File: config.mk
export PLATFORM = sky130hd
export DESIGN_NAME = json_string_unescape_decoder
export DESIGN_NICKNAME = d
export VERILOG_FILES = /design/src/hdl/jsu_pkg.sv /design/src/hdl/jsu_decode.sv /design/src/hdl/json_string_unescape_decoder.sv
export SDC_FILE = /design/constraint.sdc
export NUM_CORES = 1
export LEC_CHECK = 0
export BUFFER_PORTS_ARGS = -buffer_cell sky130_fd_sc_hd__buf_2
export CORE_ASPECT_RATIO = 1.4
export CORE_MARGIN = 3
export CORE_UTILIZATION = 47
export CTS_CLUSTER_SIZE = 12
export DETAILED_ROUTE_END_ITERATION = 12
export GPL_TIMING_DRIVEN = 0
export PLACE_DENSITY_LB_ADDON = 0.1
export SLEW_MARGIN = 30
export SYNTH_ARGS = -nofsm -noshare
export SYNTH_HDL_FRONTEND = slang
export SYNTH_SLANG_ARGS = --single-unit
File: constraint.sdc
create_clock -name aclk -period 2.9 [get_ports aclk]
set_input_delay 0.435 -clock aclk [delete_from_list [all_inputs] [get_ports aclk]]
set_output_delay 0.435 -clock aclk [all_outputs]
set_load 0.03 [all_outputs]
File: src/hdl/jsu_pkg.sv
package jsu_pkg;

    typedef enum logic [1:0] {
        PH_WAIT    = 2'd0,
        PH_STRING  = 2'd1,
        PH_ESCAPE  = 2'd2,
        PH_UNICODE = 2'd3
    } phase_t;

    typedef enum logic [1:0] {
        ST_CONT = 2'd0,
        ST_DONE = 2'd1,
        ST_ERR  = 2'd2
    } status_t;

    typedef struct packed {
        phase_t      phase;
        logic [1:0]  hex_cnt;
        logic [15:0] hex_acc;
    } dec_state_t;

    typedef struct packed {
        logic [7:0] decoded_byte;
        logic       byte_valid;
        status_t    status;
    } dec_result_t;

    localparam logic [7:0] CH_NUL    = 8'h00;
    localparam logic [7:0] CH_QUOTE  = 8'h22;
    localparam logic [7:0] CH_BSLASH = 8'h5C;
    localparam logic [7:0] CH_SLASH  = 8'h2F;
    localparam logic [7:0] CH_B      = 8'h62;
    localparam logic [7:0] CH_F      = 8'h66;
    localparam logic [7:0] CH_N      = 8'h6E;
    localparam logic [7:0] CH_R      = 8'h72;
    localparam logic [7:0] CH_T      = 8'h74;
    localparam logic [7:0] CH_U      = 8'h75;
    localparam logic [7:0] CODE_BS   = 8'h08;
    localparam logic [7:0] CODE_FF   = 8'h0C;
    localparam logic [7:0] CODE_LF   = 8'h0A;
    localparam logic [7:0] CODE_CR   = 8'h0D;
    localparam logic [7:0] CODE_TAB  = 8'h09;
    localparam logic [7:0] ASCII_MAX = 8'h7F;
    localparam logic [7:0] REPL_RESET = 8'h3F;

endpackage

File: src/hdl/jsu_decode.sv
module jsu_decode (
    input  jsu_pkg::dec_state_t  state_cur,
    input  logic [7:0]           text_byte,
    input  logic [7:0]           replacement_char,
    output jsu_pkg::dec_state_t  state_next,
    output jsu_pkg::dec_result_t result
);

    logic        hex_ok;
    logic [3:0]  hex_val;
    logic [15:0] acc_shifted;

    always_comb begin
        hex_ok  = 1'b1;
        hex_val = 4'd0;
        if (text_byte >= 8'h30 && text_byte <= 8'h39) begin
            hex_val = 4'(text_byte - 8'h30);
        end else if (text_byte >= 8'h61 && text_byte <= 8'h66) begin
            hex_val = 4'(text_byte - 8'h57);
        end else if (text_byte >= 8'h41 && text_byte <= 8'h46) begin
            hex_val = 4'(text_byte - 8'h37);
        end else begin
            hex_ok = 1'b0;
        end
    end

    assign acc_shifted = {state_cur.hex_acc[11:0], hex_val};

    always_comb begin
        state_next          = state_cur;
        result.decoded_byte = 8'd0;
        result.byte_valid   = 1'b0;
        result.status       = jsu_pkg::ST_CONT;

        unique case (state_cur.phase)
            jsu_pkg::PH_WAIT: begin
                if (text_byte == jsu_pkg::CH_QUOTE) begin
                    state_next.phase = jsu_pkg::PH_STRING;
                end else begin
                    result.status = jsu_pkg::ST_ERR;
                end
            end
            jsu_pkg::PH_STRING: begin
                if (text_byte == jsu_pkg::CH_NUL) begin
                    result.status    = jsu_pkg::ST_ERR;
                    state_next.phase = jsu_pkg::PH_WAIT;
                end else if (text_byte == jsu_pkg::CH_QUOTE) begin
                    result.status    = jsu_pkg::ST_DONE;
                    state_next.phase = jsu_pkg::PH_WAIT;
                end else if (text_byte == jsu_pkg::CH_BSLASH) begin
                    state_next.phase = jsu_pkg::PH_ESCAPE;
                end else begin
                    result.decoded_byte = text_byte;
                    result.byte_valid   = 1'b1;
                end
            end
            jsu_pkg::PH_ESCAPE: begin
                state_next.phase  = jsu_pkg::PH_STRING;
                result.byte_valid = 1'b1;
                unique case (text_byte)
                    jsu_pkg::CH_QUOTE, jsu_pkg::CH_BSLASH, jsu_pkg::CH_SLASH: begin
                        result.decoded_byte = text_byte;
                    end
                    jsu_pkg::CH_B: result.decoded_byte = jsu_pkg::CODE_BS;
                    jsu_pkg::CH_F: result.decoded_byte = jsu_pkg::CODE_FF;
                    jsu_pkg::CH_N: result.decoded_byte = jsu_pkg::CODE_LF;
                    jsu_pkg::CH_R: result.decoded_byte = jsu_pkg::CODE_CR;
                    jsu_pkg::CH_T: result.decoded_byte = jsu_pkg::CODE_TAB;
                    jsu_pkg::CH_U: begin
                        result.byte_valid  = 1'b0;
                        state_next.phase   = jsu_pkg::PH_UNICODE;
                        state_next.hex_cnt = 2'd0;
                        state_next.hex_acc = 16'd0;
                    end
                    default: begin
                        result.byte_valid = 1'b0;
                        result.status     = jsu_pkg::ST_ERR;
                        state_next.phase  = jsu_pkg::PH_WAIT;
                    end
                endcase
            end
            jsu_pkg::PH_UNICODE: begin
                if (!hex_ok) begin
                    result.status    = jsu_pkg::ST_ERR;
                    state_next.phase = jsu_pkg::PH_WAIT;
                end else begin
                    state_next.hex_acc = acc_shifted;
                    if (state_cur.hex_cnt == 2'd3) begin
                        // Codes beyond 7-bit ASCII collapse to the replacement byte.
                        result.decoded_byte = (acc_shifted[15:7] == 9'd0)
                                              ? acc_shifted[7:0] : replacement_char;
                        result.byte_valid   = 1'b1;
                        state_next.hex_cnt  = 2'd0;
                        state_next.phase    = jsu_pkg::PH_STRING;
                    end else begin
                        state_next.hex_cnt = state_cur.hex_cnt + 2'd1;
                    end
                end
            end
            default: begin
                state_next.phase = jsu_pkg::PH_WAIT;
            end
        endcase
    end

endmodule

File: src/hdl/json_string_unescape_decoder.sv
// JSON string unescape decoder.
// The s_axis channel carries one byte of JSON text per transfer. For every
// input transfer exactly one result transfer leaves on m_axis: tdata holds
// the decoded byte (zero when none), tuser holds the byte-valid flag and a
// status code (continuing, string complete, error).
// The cfg channel writes the replacement byte used for \u escapes above
// 0x7F; it is always ready and should be written only while the block idles.
// Each byte passes an input register, combinational decode logic and a result
// register, so the result reaches m_axis through both registers in turn, and
// one byte per cycle is sustained while m_axis_tready stays high, limited only
// by the single decode step that updates the parse state.
// When m_axis_tready is low the result register holds, the input register
// still takes one more byte, and s_axis_tready then drops until the result
// is taken.
// Reset (aresetn low, synchronous) empties both registers, returns the
// parser to waiting for an opening quote and sets the replacement byte to '?'.
module json_string_unescape_decoder (
    input  logic       aclk,
    input  logic       aresetn,
    input  logic       s_axis_tvalid,
    output logic       s_axis_tready,
    input  logic [7:0] s_axis_tdata,   // [7:0] text_byte
    output logic       m_axis_tvalid,
    input  logic       m_axis_tready,
    output logic [7:0] m_axis_tdata,   // [7:0] decoded_byte
    output logic [2:0] m_axis_tuser,   // [0] byte_valid, [2:1] status
    input  logic       cfg_valid,
    output logic       cfg_ready,
    input  logic [7:0] cfg_data        // [7:0] replacement_char
);

    logic                 in_valid_reg;
    logic [7:0]           in_byte_reg;
    logic                 out_valid_reg;
    jsu_pkg::dec_result_t out_reg;
    logic [7:0]           repl_reg;
    jsu_pkg::dec_state_t  state_reg;
    jsu_pkg::dec_state_t  state_next;
    jsu_pkg::dec_result_t result_next;
    logic                 advance;

    // The buffered byte moves on when the result register is free or drains now.
    assign advance       = in_valid_reg && (!out_valid_reg || m_axis_tready);
    assign s_axis_tready = !in_valid_reg || advance;
    assign cfg_ready     = 1'b1;

    assign m_axis_tvalid = out_valid_reg;
    assign m_axis_tdata  = out_reg.decoded_byte;
    assign m_axis_tuser  = {out_reg.status, out_reg.byte_valid};

    jsu_decode u_decode (
        .state_cur        (state_reg),
        .text_byte        (in_byte_reg),
        .replacement_char (repl_reg),
        .state_next       (state_next),
        .result           (result_next)
    );

    always_ff @(posedge aclk) begin
        if (!aresetn) begin
            in_valid_reg      <= 1'b0;
            out_valid_reg     <= 1'b0;
            repl_reg          <= jsu_pkg::REPL_RESET;
            state_reg.phase   <= jsu_pkg::PH_WAIT;
            state_reg.hex_cnt <= 2'd0;
            state_reg.hex_acc <= 16'd0;
        end else begin
            if (cfg_valid) begin
                repl_reg <= cfg_data;
            end
            if (s_axis_tvalid && s_axis_tready) begin
                in_valid_reg <= 1'b1;
            end else if (advance) begin
                in_valid_reg <= 1'b0;
            end
            if (advance) begin
                out_valid_reg <= 1'b1;
                state_reg     <= state_next;
            end else if (m_axis_tready) begin
                out_valid_reg <= 1'b0;
            end
        end
    end

    always_ff @(posedge aclk) begin
        if (s_axis_tvalid && s_axis_tready) begin
            in_byte_reg <= s_axis_tdata;
        end
        if (advance) begin
            out_reg <= result_next;
        end
    end

endmodule
==> results.toml <==
[drt]
dr_total_vias = 1925
drt_pre_antenna_iters = 4
drt_wl_total_um = 5240
avgViaCountPerCell = 5.68
final_antenna_net_count = 0
drc = 0
wl_per_cell_um = 15.5
drt_iter0_drc = 72

[placed_design]
gp_congestion = 0.842
port_buffers = 32
dp_hpwl_um = 3980
place_ws_ns = -0.114
dp_cells = 327

[synth]
synth.area.top_cells = "edfxtp_1, dfxtp_1, mux2i_1, a22o_1, nand2_1"
yosysSeqAreaShare = 0.460
synthTopCellsByCount = "dfxtp_1, edfxtp_1, nand2_1"
synth_ff_type = "dfxtp_1"
syn-cell-area_um2 = 2370
yosysTopAreaCell = "edfxtp_1"
synth_area_per_cell_um2 = 10.3
async_flop_share = 0
netlist.area_leader.share = 0.241
ys_warn_count = 0
synth_cell_types = 62
synth_nets = 257
synth_cells = 231
yosysMostFrequentCell = "dfxtp_1"
synth_seq_cells = 45
synth_edf_count = 19

[global_routing]
grt_max_degree = 17
gr-total-overflow = 0
track_usage = 0.187
grt_pass1_vias = 1839
antenna_found_initial = 0
grt_pass1_wl_um = 8630

[timing]
worstMarginPinSlew_ns = 0.564
slew_viol_final = 0
fin_ws_ns = 0.207
slew_headroom = 0.624
fin_crit_ns = 2.69
rsz0062_at_grt = "false"
finalHoldViolCount = 0
setup_tns_ns = 0
finClkSkew_ns = 0.0130
fmax_mhz = 371
holdWs_ns = 0.306
period_share = 0.928
setup_violations = 0

[power_and_ir_drop]
ir_worst_vdd_mv = 0.326
p_int_uw = 904
pwr_density_cell_nw_per_um2 = 443
swShare = 0.260
netSwitchingPower_uw = 317
combPwrFrac = 0.106
p_leak_nw = 1.07
p_clk_frac = 0.328
seq_power_share = 0.567

[critical_path]
cp-end-kind = "flop"
critPathArrivalTime_ns = 2.89
cp.required_ns = 3.10
crit_fanout = 10
ff2ff_path_depth = 10
start_kind = "flop"
path_class = "flop to flop"

[floorplan]
die_x_um = 66.0
die_h_um = 90.0
start_util = 0.486
coreArea_um2 = 4880
rows = 30
die_area_um2 = 5950
num_io_pins = 35

[cells_and_area]
nNetsFinal = 300
area_growth_pct = 16.1
diodes = 0
drive_gt1_frac = 0.251
largest_reg_flops = 16
instances_no_fill = 339

[flow_run]
max_cap_violations = 0

[worst_hold_path]
hold_class = "input port to flop"
hold_depth = 1

[status]
outcome = "complete, no violations"

[cts]
cts-root-buf = "clkbuf_8"
cts_made_buffers = 5
cts_tree = "done"
htree_num_levels = 2
cts.reportedPaths.clkPinSlew_ns = 0.09
clock_latency_ns = 0.30
cts_buffer_depth = 2
clkSinkCount = 45
-- cell families after synthesis --
group / synth area share
multiplexers: 0.0549
buffers and inverters: 0.0507
AO/OA/AOI/OAI: 0.212
flip-flops: 0.460
AND/OR/NAND/NOR: 0.187
other: 0.00158
XOR/XNOR: 0.00739
adder cells (fa/ha/maj): 0.0264
-- what timing repair did --
| action | 4_1_cts | 5_1_grt |
|---|---|---|
| hold buffers | 0 | 0 |
| resized for setup | 0 | 4 |
| setup buffers | 4 | 0 |
| pin swaps | 2 | 0 |
| endpoints found under the setup margin | 4 | 4 |
-- area by class of cell --
cell class	instances	area (µm²)
plain buffers	14	83.8
repair buffers	36	190
clock inverters	3	25.0
fillers	476	2130
flip-flops and latches	45	1090
clock buffers	5	68.8
multi-input cells	162	1180
well taps	64	80.1
inverters	10	37.5
-- path summary, 6_finish.rpt --
kind,start,endpoint,slack (ns)
worst max-delay path,in_byte_reg[0],state_reg[7],0.21
worst min-delay path,s_axis_tdata[0],in_byte_reg[0],0.31
worst min register to register,state_reg[17],state_reg[17],0.47
worst max register to register,in_byte_reg[0],state_reg[7],0.21
-- per-stage QoR --
| stage | power (mW) | util | cell area, µm² |
|---|---|---|---|
| 6_report | 1.22 | 0.564 | 2750 |
| 5_1_grt | 1.27 | 0.564 | 2750 |
| 4_1_cts | 1.23 | 0.561 | 2740 |
| 3_5_place_dp | 0.833 | 0.535 | 2610 |
| 3_3_place_gp | 0.830 | 0.535 | 2610 |
| 2_1_floorplan | 0.793 | - | 2370 |
-- layer usage --
layer | GRT usage | routed length [µm] | vias up
met5 | 0 | 0 | -
met4 | 0.0898 | 197 | 0
met3 | 0.0350 | 273 | 12
met2 | 0.311 | 2590 | 63
met1 | 0.228 | 2180 | 901
li1 | - | - | 949
-- cells in the final DEF (no fill, tap or decap), types with 7 or more instances in the layout --
| cell type | netlist | layout |
|---|---|---|
| o21ai_0 | 9 | 9 |
| edfxtp_1 | 19 | 19 |
| mux2i_1 | 13 | 13 |
| nand2_1 | 17 | 17 |
| nor3_1 | 10 | 10 |
| nor2_1 | 16 | 16 |
| inv_1 | 10 | 10 |
| a22o_1 | 12 | 12 |
| buf_4 | 3 | 7 |
| dfxtp_1 | 26 | 26 |
| nor2b_1 | 8 | 8 |
| buf_2 | 3 | 35 |
-- power groups by stage --
stage | clock (mW) | combinational (mW) | sequential (mW)
6_report | 0.400 | 0.129 | 0.691
5_1_grt | 0.437 | 0.142 | 0.694
4_1_cts | 0.413 | 0.128 | 0.692
3_5_place_dp | 0 | 0.126 | 0.706
3_3_place_gp | 0 | 0.124 | 0.706
2_1_floorplan | 0 | 0.0769 | 0.716
-- worst max-delay path: stages (launching register included) --
cell and delay [ns]:
edfxtp_1 0.42, clkbuf_2 0.22, inv_1 0.13, ha_1 0.29
o21bai_1 0.14, a2111oi_4 0.43, buf_4 0.24, o21ai_2 0.07
a31o_1 0.28, buf_6 0.16, a22o_1 0.22
Power figures use the tool's default switching activity.
